==> src/rtl/fmti_pkg.sv <==
// Shared types and constants of the trilinear field map lookup.
package fmti_pkg;

  localparam int unsigned NX_DEF        = 32;
  localparam int unsigned NY_DEF        = 32;
  localparam int unsigned NZ_DEF        = 32;
  localparam int unsigned FRAC_BITS_DEF = 16;
  localparam int unsigned QUEUE_DEPTH   = 16;

  localparam int unsigned IDX_W    = 8;
  localparam int unsigned FRAC_W   = 25;
  localparam int unsigned SAMPLE_W = 24;
  localparam int unsigned CFG_W    = 32;
  localparam int unsigned CFG_IDX_W = 3;
  localparam int unsigned BANKS    = 8;

  localparam logic CMD_LOAD  = 1'b0;
  localparam logic CMD_QUERY = 1'b1;

  localparam logic [CFG_IDX_W-1:0] CFG_ORIGIN_X   = 3'd0;
  localparam logic [CFG_IDX_W-1:0] CFG_ORIGIN_Y   = 3'd1;
  localparam logic [CFG_IDX_W-1:0] CFG_ORIGIN_Z   = 3'd2;
  localparam logic [CFG_IDX_W-1:0] CFG_INV_STEP_X = 3'd3;
  localparam logic [CFG_IDX_W-1:0] CFG_INV_STEP_Y = 3'd4;
  localparam logic [CFG_IDX_W-1:0] CFG_INV_STEP_Z = 3'd5;
  localparam logic [CFG_IDX_W-1:0] CFG_STRENGTH   = 3'd6;

  localparam logic signed [31:0] ROT_SIN = 32'sd41218596;
  localparam logic signed [31:0] ROT_COS = 32'sd1072950387;
  localparam logic signed [32:0] OFS_X   = 33'sd394978;
  localparam logic signed [32:0] OFS_Z   = 33'sd10281569;

  typedef struct packed {
    logic               cmd;
    logic [14:0]        entry_index;
    logic signed [23:0] sample_x;
    logic signed [23:0] sample_y;
    logic signed [23:0] sample_z;
    logic signed [31:0] pos_x;
    logic signed [31:0] pos_y;
    logic signed [31:0] pos_z;
  } in_word_t;

  typedef struct packed {
    logic signed [31:0] field_x;
    logic signed [31:0] field_y;
    logic signed [31:0] field_z;
    logic               in_region;
  } out_word_t;

  typedef struct packed {
    logic signed [31:0] origin_x;
    logic signed [31:0] origin_y;
    logic signed [31:0] origin_z;
    logic [31:0]        inv_step_x;
    logic [31:0]        inv_step_y;
    logic [31:0]        inv_step_z;
    logic signed [31:0] strength;
  } cfg_t;

  typedef struct packed {
    logic                         cmd;
    logic                         in_region;
    logic [2:0][IDX_W-1:0]        idx;
    logic [2:0][FRAC_W-1:0]       frac;
    logic [2:0][SAMPLE_W-1:0]     sample;
  } job_t;

endpackage

==> src/rtl/fmti_queue.sv <==
// Register-based word queue with occupancy count.
module fmti_queue #(
  parameter type word_t = logic,
  parameter int unsigned DEPTH = fmti_pkg::QUEUE_DEPTH,
  localparam int unsigned CW = $clog2(DEPTH + 1)
) (
  input  logic          clk_i,
  input  logic          rst_ni,
  input  logic          push_i,
  input  word_t         word_i,
  input  logic          pop_i,
  output word_t         word_o,
  output logic          empty_o,
  output logic [CW-1:0] count_o
);

  localparam int unsigned AW = (DEPTH > 1) ? $clog2(DEPTH) : 1;

  word_t         mem_q [DEPTH];
  logic [AW-1:0] wr_q, wr_d, rd_q, rd_d;
  logic [CW-1:0] cnt_q, cnt_d;

  always_comb begin
    wr_d  = push_i ? ((wr_q == AW'(DEPTH - 1)) ? '0 : wr_q + 1'b1) : wr_q;
    rd_d  = pop_i ? ((rd_q == AW'(DEPTH - 1)) ? '0 : rd_q + 1'b1) : rd_q;
    cnt_d = cnt_q + CW'(push_i) - CW'(pop_i);
  end

  always_ff @(posedge clk_i or negedge rst_ni) begin
    if (!rst_ni) begin
      wr_q  <= '0;
      rd_q  <= '0;
      cnt_q <= '0;
    end else begin
      wr_q  <= wr_d;
      rd_q  <= rd_d;
      cnt_q <= cnt_d;
    end
  end

  always_ff @(posedge clk_i) begin
    if (push_i) begin
      mem_q[wr_q] <= word_i;
    end
  end

  assign word_o  = mem_q[rd_q];
  assign empty_o = (cnt_q == '0);
  assign count_o = cnt_q;

  assert property (@(posedge clk_i) disable iff (!rst_ni)
    !(push_i && !pop_i && cnt_q == CW'(DEPTH)))
    else $error("queue overflow");

  assert property (@(posedge clk_i) disable iff (!rst_ni)
    !(pop_i && cnt_q == '0))
    else $error("queue underflow");

endmodule

==> config.mk <==
export PLATFORM = sky130hd
export DESIGN_NAME = fmti_queue
export DESIGN_NICKNAME = d
export VERILOG_FILES = /design/src/rtl/fmti_pkg.sv /design/src/rtl/fmti_queue.sv
export SDC_FILE = /design/constraint.sdc
export NUM_CORES = 1
export LEC_CHECK = 0
export BUFFER_PORTS_ARGS = -buffer_cell sky130_fd_sc_hd__buf_2
export CORE_MARGIN = 10
export CORE_UTILIZATION = 40
export DETAILED_ROUTE_END_ITERATION = 8
export PLACE_DENSITY = 0.65
export SLEW_MARGIN = 15
export SYNTH_ARGS = -nofsm -noshare
export SYNTH_HDL_FRONTEND = slang
export SYNTH_SLANG_ARGS = --single-unit
export TNS_END_PERCENT = 50
==> constraint.sdc <==
create_clock -name clk_i -period 5.3 [get_ports clk_i]
set_input_delay 0.795 -clock clk_i [delete_from_list [all_inputs] [get_ports clk_i]]
set_output_delay 0.795 -clock clk_i [all_outputs]
set_load 0.005 [all_outputs]
-- After elaboration in Yosys (flattened, before gate mapping)
Memory sizes are Yosys's and may differ from the RTL's.
Cells that the tools add are included.
- register bits: 13
- bits in latches: 0
- bits in writable memories: 16
- ROM bits: 0
- output and inout port bits: 7
- logic and storage cells: 15
- memories: 1
- $add $sub $neg: 4
- multipliers: 0
- divide/modulo/power cells: 0
- $lt $le $gt $ge: 0
- equality and inequality tests: 2
- shift operators: 0
- mux-type cells: 4
- bitwise operators: 0
- reductions and logical operators: 1
- memory list (name ; words ; bits a word ; read ports ; clocked after Yosys merged registers in ; write ports ; line ; RTL):
    mem_q ; 16 ; 1 ; 1 ; 0 ; 1 ; fmti_queue.sv:19 ; word_t mem_q [DEPTH];
- operators with widths (kind ; number):
    $add 4x1->4 const B ; 2
    $eq 4x4->1 const B ; 2
    $mux 4 ; 2
    $add 5x1->5 ; 1
    $logic_not 5->1 ; 1
    $sub 5x1->5 ; 1
    $mux 1 ; 2

-- Longest topological paths before layout
- depth after elaboration: 2
- mapped depth: 10
- gate-level depth less buffers: 10

-- Worst setup path before layout
OpenSTA, ideal clock, no wires.
- kind: input-to-reg
- start: in pop_i
- end: reg cnt_q[4] (netlist: count_o[4])
- arrival time: 2.059 ns
- data required time: 5.220 ns
- slack: 3.161 ns
- stages on the path: 9
- buffers on the path: 0
- cell sequence: ha_1 -> inv_1 -> ha_1 -> inv_1 -> fa_1 -> inv_1 -> a21oi_1 -> o21bai_1 -> xnor2_1
- word-level cells in the longest chain between the ends: 1
- ends and longest elaborated chain (item ; line ; RTL):
    start, declared ; fmti_queue.sv:11 ; input logic pop_i,
    $sub 5x1->5 ; fmti_queue.sv:26 ; cnt_d = cnt_q + CW'(push_i) - CW'(pop_i);
    via cnt_d[4] ; fmti_queue.sv:21 ; logic [CW-1:0] cnt_q, cnt_d;
    end signal, assigned ; fmti_queue.sv:37 ; cnt_q <= cnt_d;
    end, declared ; fmti_queue.sv:21 ;
The timed path passes the listed nets, and every way through them passes these cells.
A chain may end at the register's enable or synchronous reset.

-- Worst setup path after layout
- start: reg rd_q[0]
- end: out word_o
- word-level cells in the longest chain between the ends: 1
- ends and longest elaborated chain (item ; line ; RTL):
    start, declared ; fmti_queue.sv:20 ; logic [AW-1:0] wr_q, wr_d, rd_q, rd_d;
    start signal, assigned ; fmti_queue.sv:36 ; rd_q <= rd_d;
    $mem_v2 16x1 ; n/a ;
    end, declared ; fmti_queue.sv:12 ; output word_t word_o,
Every way passes these cells.

==> results.txt <==
The run finished with clean final reports. The analysis attributes to net switching a power of 0.320 mW. The min-delay analysis places its worst path in the category input port to asynchronous set/reset pin.

Tightest slew margin relative to the limit: 67.3%. In this run, the combinational gates consume 36.4% of the power. The initial utilization of the core area, before any placement, comes to 40.9%.

For flop-to-flop paths, the worst setup slack is 3.47 ns. Including well taps, the total number of placed cells is 174. In the final design database the tool counted 150 nets. The average wire per cell in the routed design works out to 13.8 um.

The routability-driven placement congestion ratio was 0.763; the biggest fanout along the worst timing path was 8. After routing the design area is 1650 sq um. Biggest cell delay along the critical path: 0.56 ns. The share of synthesized area in the top cell type comes to 32.5%.

0 antenna diodes ended up in the layout. The run gives 917 as the number of global-route vias before repair. Total I/O pin count: 12.

The cell sitting at the root of the clock tree is a sky130_fd_sc_hd__clkbuf_8. Across every metal layer, demand over resource in global routing totals 8.44%. The antenna violation net count after detailed routing is 0. TritonCTS built the clock tree.

The library cell used most frequently in the layout, excluding fill and tap cells, is sky130_fd_sc_hd__edfxtp_1. Summing all placed instances gives a cell area of 1570 sq um. After clock tree synthesis, the flow added hold-fix buffers numbering 0. The internal portion of the total power is 0.550 mW. The number of detailed-route iterations in the first pass came out at 4. The final global-route overflow total was 0. Using the TritonRoute via totals, the vias-per-cell ratio works out to 4.95.

In this run the vertical extent of the chip is 80.8 um. The tools report the sequential fraction of design power as 44.2%. Prior to clock tree synthesis, the placed netlist has a worst setup slack of 2.88 ns. The critical path endpoint category is a primary output.

At the pin with the least slew margin, the transition time is 0.491 ns. The critical path in this run is classified as flip-flop to primary output. The cell row count is 22, and the aggregate negative setup slack is 0 ns. After synthesis the netlist holds a flip-flop and latch count of 29. During synthesis, Yosys emitted a total of 0 warnings. Across the VDD grid, the largest voltage drop is 0.133 mV.

Setup repair after global routing left no endpoint under its margin. After synthesis, the netlist uses 28 different library cells. The number of setup buffers added after CTS is 0. The routed design has 2510 um of wire. After filler insertion, the fill cell instance count of the layout stands at 328. After detailed routing, the number of remaining DRC violations is 0. The tools report the final setup violation count as 0.

The arrival time of the worst setup path is 1.91 ns. The logs give 0 for the final hold violation count and 29 for the count of clock tree sinks. Synthesis produced a netlist whose cell count is 119.

Summed over all cells, the static leakage comes to 0.665 nW. Of the total power, the share spent switching nets is 36.8%. The worst register-to-register path ends at count_o[4]$_DFF_PN0_. sky130_fd_sc_hd__edfxtp_1 takes more of the synthesized area than any other cell.

The clock arrives with 0.00461 ns of skew. For the worst-skew pair, the clock arrives at the later sink with an insertion delay of 0.28 ns. Entering global routing, the biggest net connects 18 pins.

The tools report the critical path launch point as rd_q[0]$_DFFE_PN0P_. Subtracting the final worst setup slack from the clock period gives 2.70 ns. Detailed placement ended at an HPWL of 1840 um. Overall power consumption after layout is estimated at 0.870 mW. The synthesized area divided by synthesized cell count is 12.4 sq um, and the async set or reset register ratio after synthesis is 44.8%.

Initial antenna violation count: 0. The power share of the clock group came out at 19.4%. Across the run, the number of max-cap violations was 0. Yosys mapped a number of flops with a built-in enable equal to 16. The logs give 2.60 ns for the final setup slack of the worst path and 182 for the post-layout instance count excluding filler cells.

The clock passes through at most 2 buffers. Clock-pin slew was measured on the worst setup and hold paths at 0.06 ns. The H-tree was split into 2 levels.

The worst register-to-register path has a depth of 10. Power spread over the standard cell area amounts to 527 nW/um^2. The capture point of the worst path was word_o. The startpoint identified for the worst register-to-register timing path is count_o[0]$_DFF_PN0_. The library cells used most frequently in the layout, excluding fill and tap cells, are sky130_fd_sc_hd__edfxtp_1, sky130_fd_sc_hd__dfrtp_1, sky130_fd_sc_hd__inv_1, sky130_fd_sc_hd__ha_1, sky130_fd_sc_hd__buf_2.

Detailed-route via count: 900. The post-synth net total is 136, and the TritonCTS buffer count is 5. The most used flip-flop cell after synthesis is sky130_fd_sc_hd__edfxtp_1.

The tools report the sequential fraction of the synthesis area as 54.6%. The required arrival time at the worst endpoint came out at 4.51 ns. Compared with the post-synthesis result, the final layout area differs by 11.8%. Sorting the synthesized cells by area gives the leading types as sky130_fd_sc_hd__edfxtp_1, sky130_fd_sc_hd__dfrtp_1, sky130_fd_sc_hd__ha_1. Summing every instance area after synthesis gives 1480 sq um.

The critical path's slowest cell is sky130_fd_sc_hd__mux4_2. The detailed router finished its first iteration with 63 violations. Gates resized during post-CTS repair numbered 0. The tools report the launching element type of the critical path as a flip-flop.

The die covers 6520 sq um. Based on the critical path, the design can be clocked at up to 370 MHz. The floorplan step defined a core boundary enclosing 3610 sq um. Of the cells placed in the final design, the portion with a size suffix greater than 1 is 17.2%.

The count of input and output buffers was 11; the number of pins with negative max-slew slack in the final report was 0. The die span in x works out to 80.8 um. The fraction of the cycle the final worst path needs works out to 51.0%. Walking the worst path, the cells encountered are mux4_2 > nor2b_4 > a211oi_2 > a21oi_1 > buf_2.

The first-pass GRT wire length is 4200 um.
[through the flow]
stage	hold WS [ns]	util, %
after floorplan	0.499	-
after CTS	0.411	45.8
after detailed placement	0.595	43.5
after global placement	0.583	43.5
final	0.405	45.8
after global routing	0.419	45.8
[critical path, delay by kind of cell (launching register included)]
kind            cells  cell delay, ns
buf+inv             1            0.14
simple gates        1            0.14
mux                 1            0.56
compound gates      2            0.24
flops               1            0.55
[routing by layer]
metal | track usage, % | up-vias | share of wire (%)
met1 | 8.92 | 432 | 41
met3 | 2.21 | 8 | 4.1
met4 | 6.75 | 0 | 3.2
met5 | 0 | - | 0
li1 | - | 445 | -
met2 | 14.0 | 15 | 51
[cells in the mapped netlist (2+ instances only)]
cell type / number
sky130_fd_sc_hd__inv_1: 12
sky130_fd_sc_hd__o21ai_1: 5
sky130_fd_sc_hd__nand2_1: 10
sky130_fd_sc_hd__xor2_1: 2
sky130_fd_sc_hd__ha_1: 11
sky130_fd_sc_hd__clkbuf_1: 3
sky130_fd_sc_hd__mux4_2: 4
sky130_fd_sc_hd__xnor2_1: 4
sky130_fd_sc_hd__dfrtp_1: 13
sky130_fd_sc_hd__a21oi_1: 5
sky130_fd_sc_hd__edfxtp_1: 16
sky130_fd_sc_hd__nand3_1: 5
sky130_fd_sc_hd__nor2_1: 6
sky130_fd_sc_hd__o21ai_0: 2
sky130_fd_sc_hd__nor3b_1: 8
[sequential cells by signal, indices dropped and copies added (netlist names)]
name / flops
count_o: 5
wr_q: 4
rd_q: 4
mem_q: 16
[logic make-up (layout without fill, tap and decap cells)]
group	after synthesis	count (layout)	synth area share (%)
multiplexers	6	6	7.54
AND/OR/NAND/NOR	35	35	13.1
flip-flops	29	29	54.6
adder cells (fa/ha/maj)	12	12	10.7
buffers and inverters	16	31	4.58
XOR/XNOR	6	6	3.56
AO/OA/AOI/OAI	15	15	5.93
[worst min path at each step]
stage / startpoint / endpoint / depth (start not counted)
floorplan: rst_ni / count_o[0]$_DFF_PN0_ / 0
global placement: wr_q[1]$_DFFE_PN0P_ / wr_q[3]$_DFFE_PN0P_ / 2
detailed placement: wr_q[1]$_DFFE_PN0P_ / wr_q[3]$_DFFE_PN0P_ / 2
CTS: rst_ni / rd_q[3]$_DFFE_PN0P_ / 1
global route: rst_ni / rd_q[3]$_DFFE_PN0P_ / 1
finish: rst_ni / rd_q[3]$_DFFE_PN0P_ / 1
[final cells by class]
type	count	area [sq um]	share of cell area, %
clock inverter	3	12.5	0.758
multi-input combinational	74	603	36.5
tap	48	60.1	3.64
clock buffer	5	68.8	4.17
inverter	12	45.0	2.73
timing repair buffer	11	55.1	3.34
sequential	29	806	48.8
[power by group through the flow]
stage	registers (mW)	clock network, mW	logic, mW
2_1_floorplan	0.355	0	0.261
3_3_place_gp	0.386	0	0.306
3_5_place_dp	0.389	0	0.319
4_1_cts	0.385	0.173	0.323
5_1_grt	0.395	0.184	0.361
6_report	0.385	0.169	0.316
No activity file was read; power rests on OpenSTA's default activity.
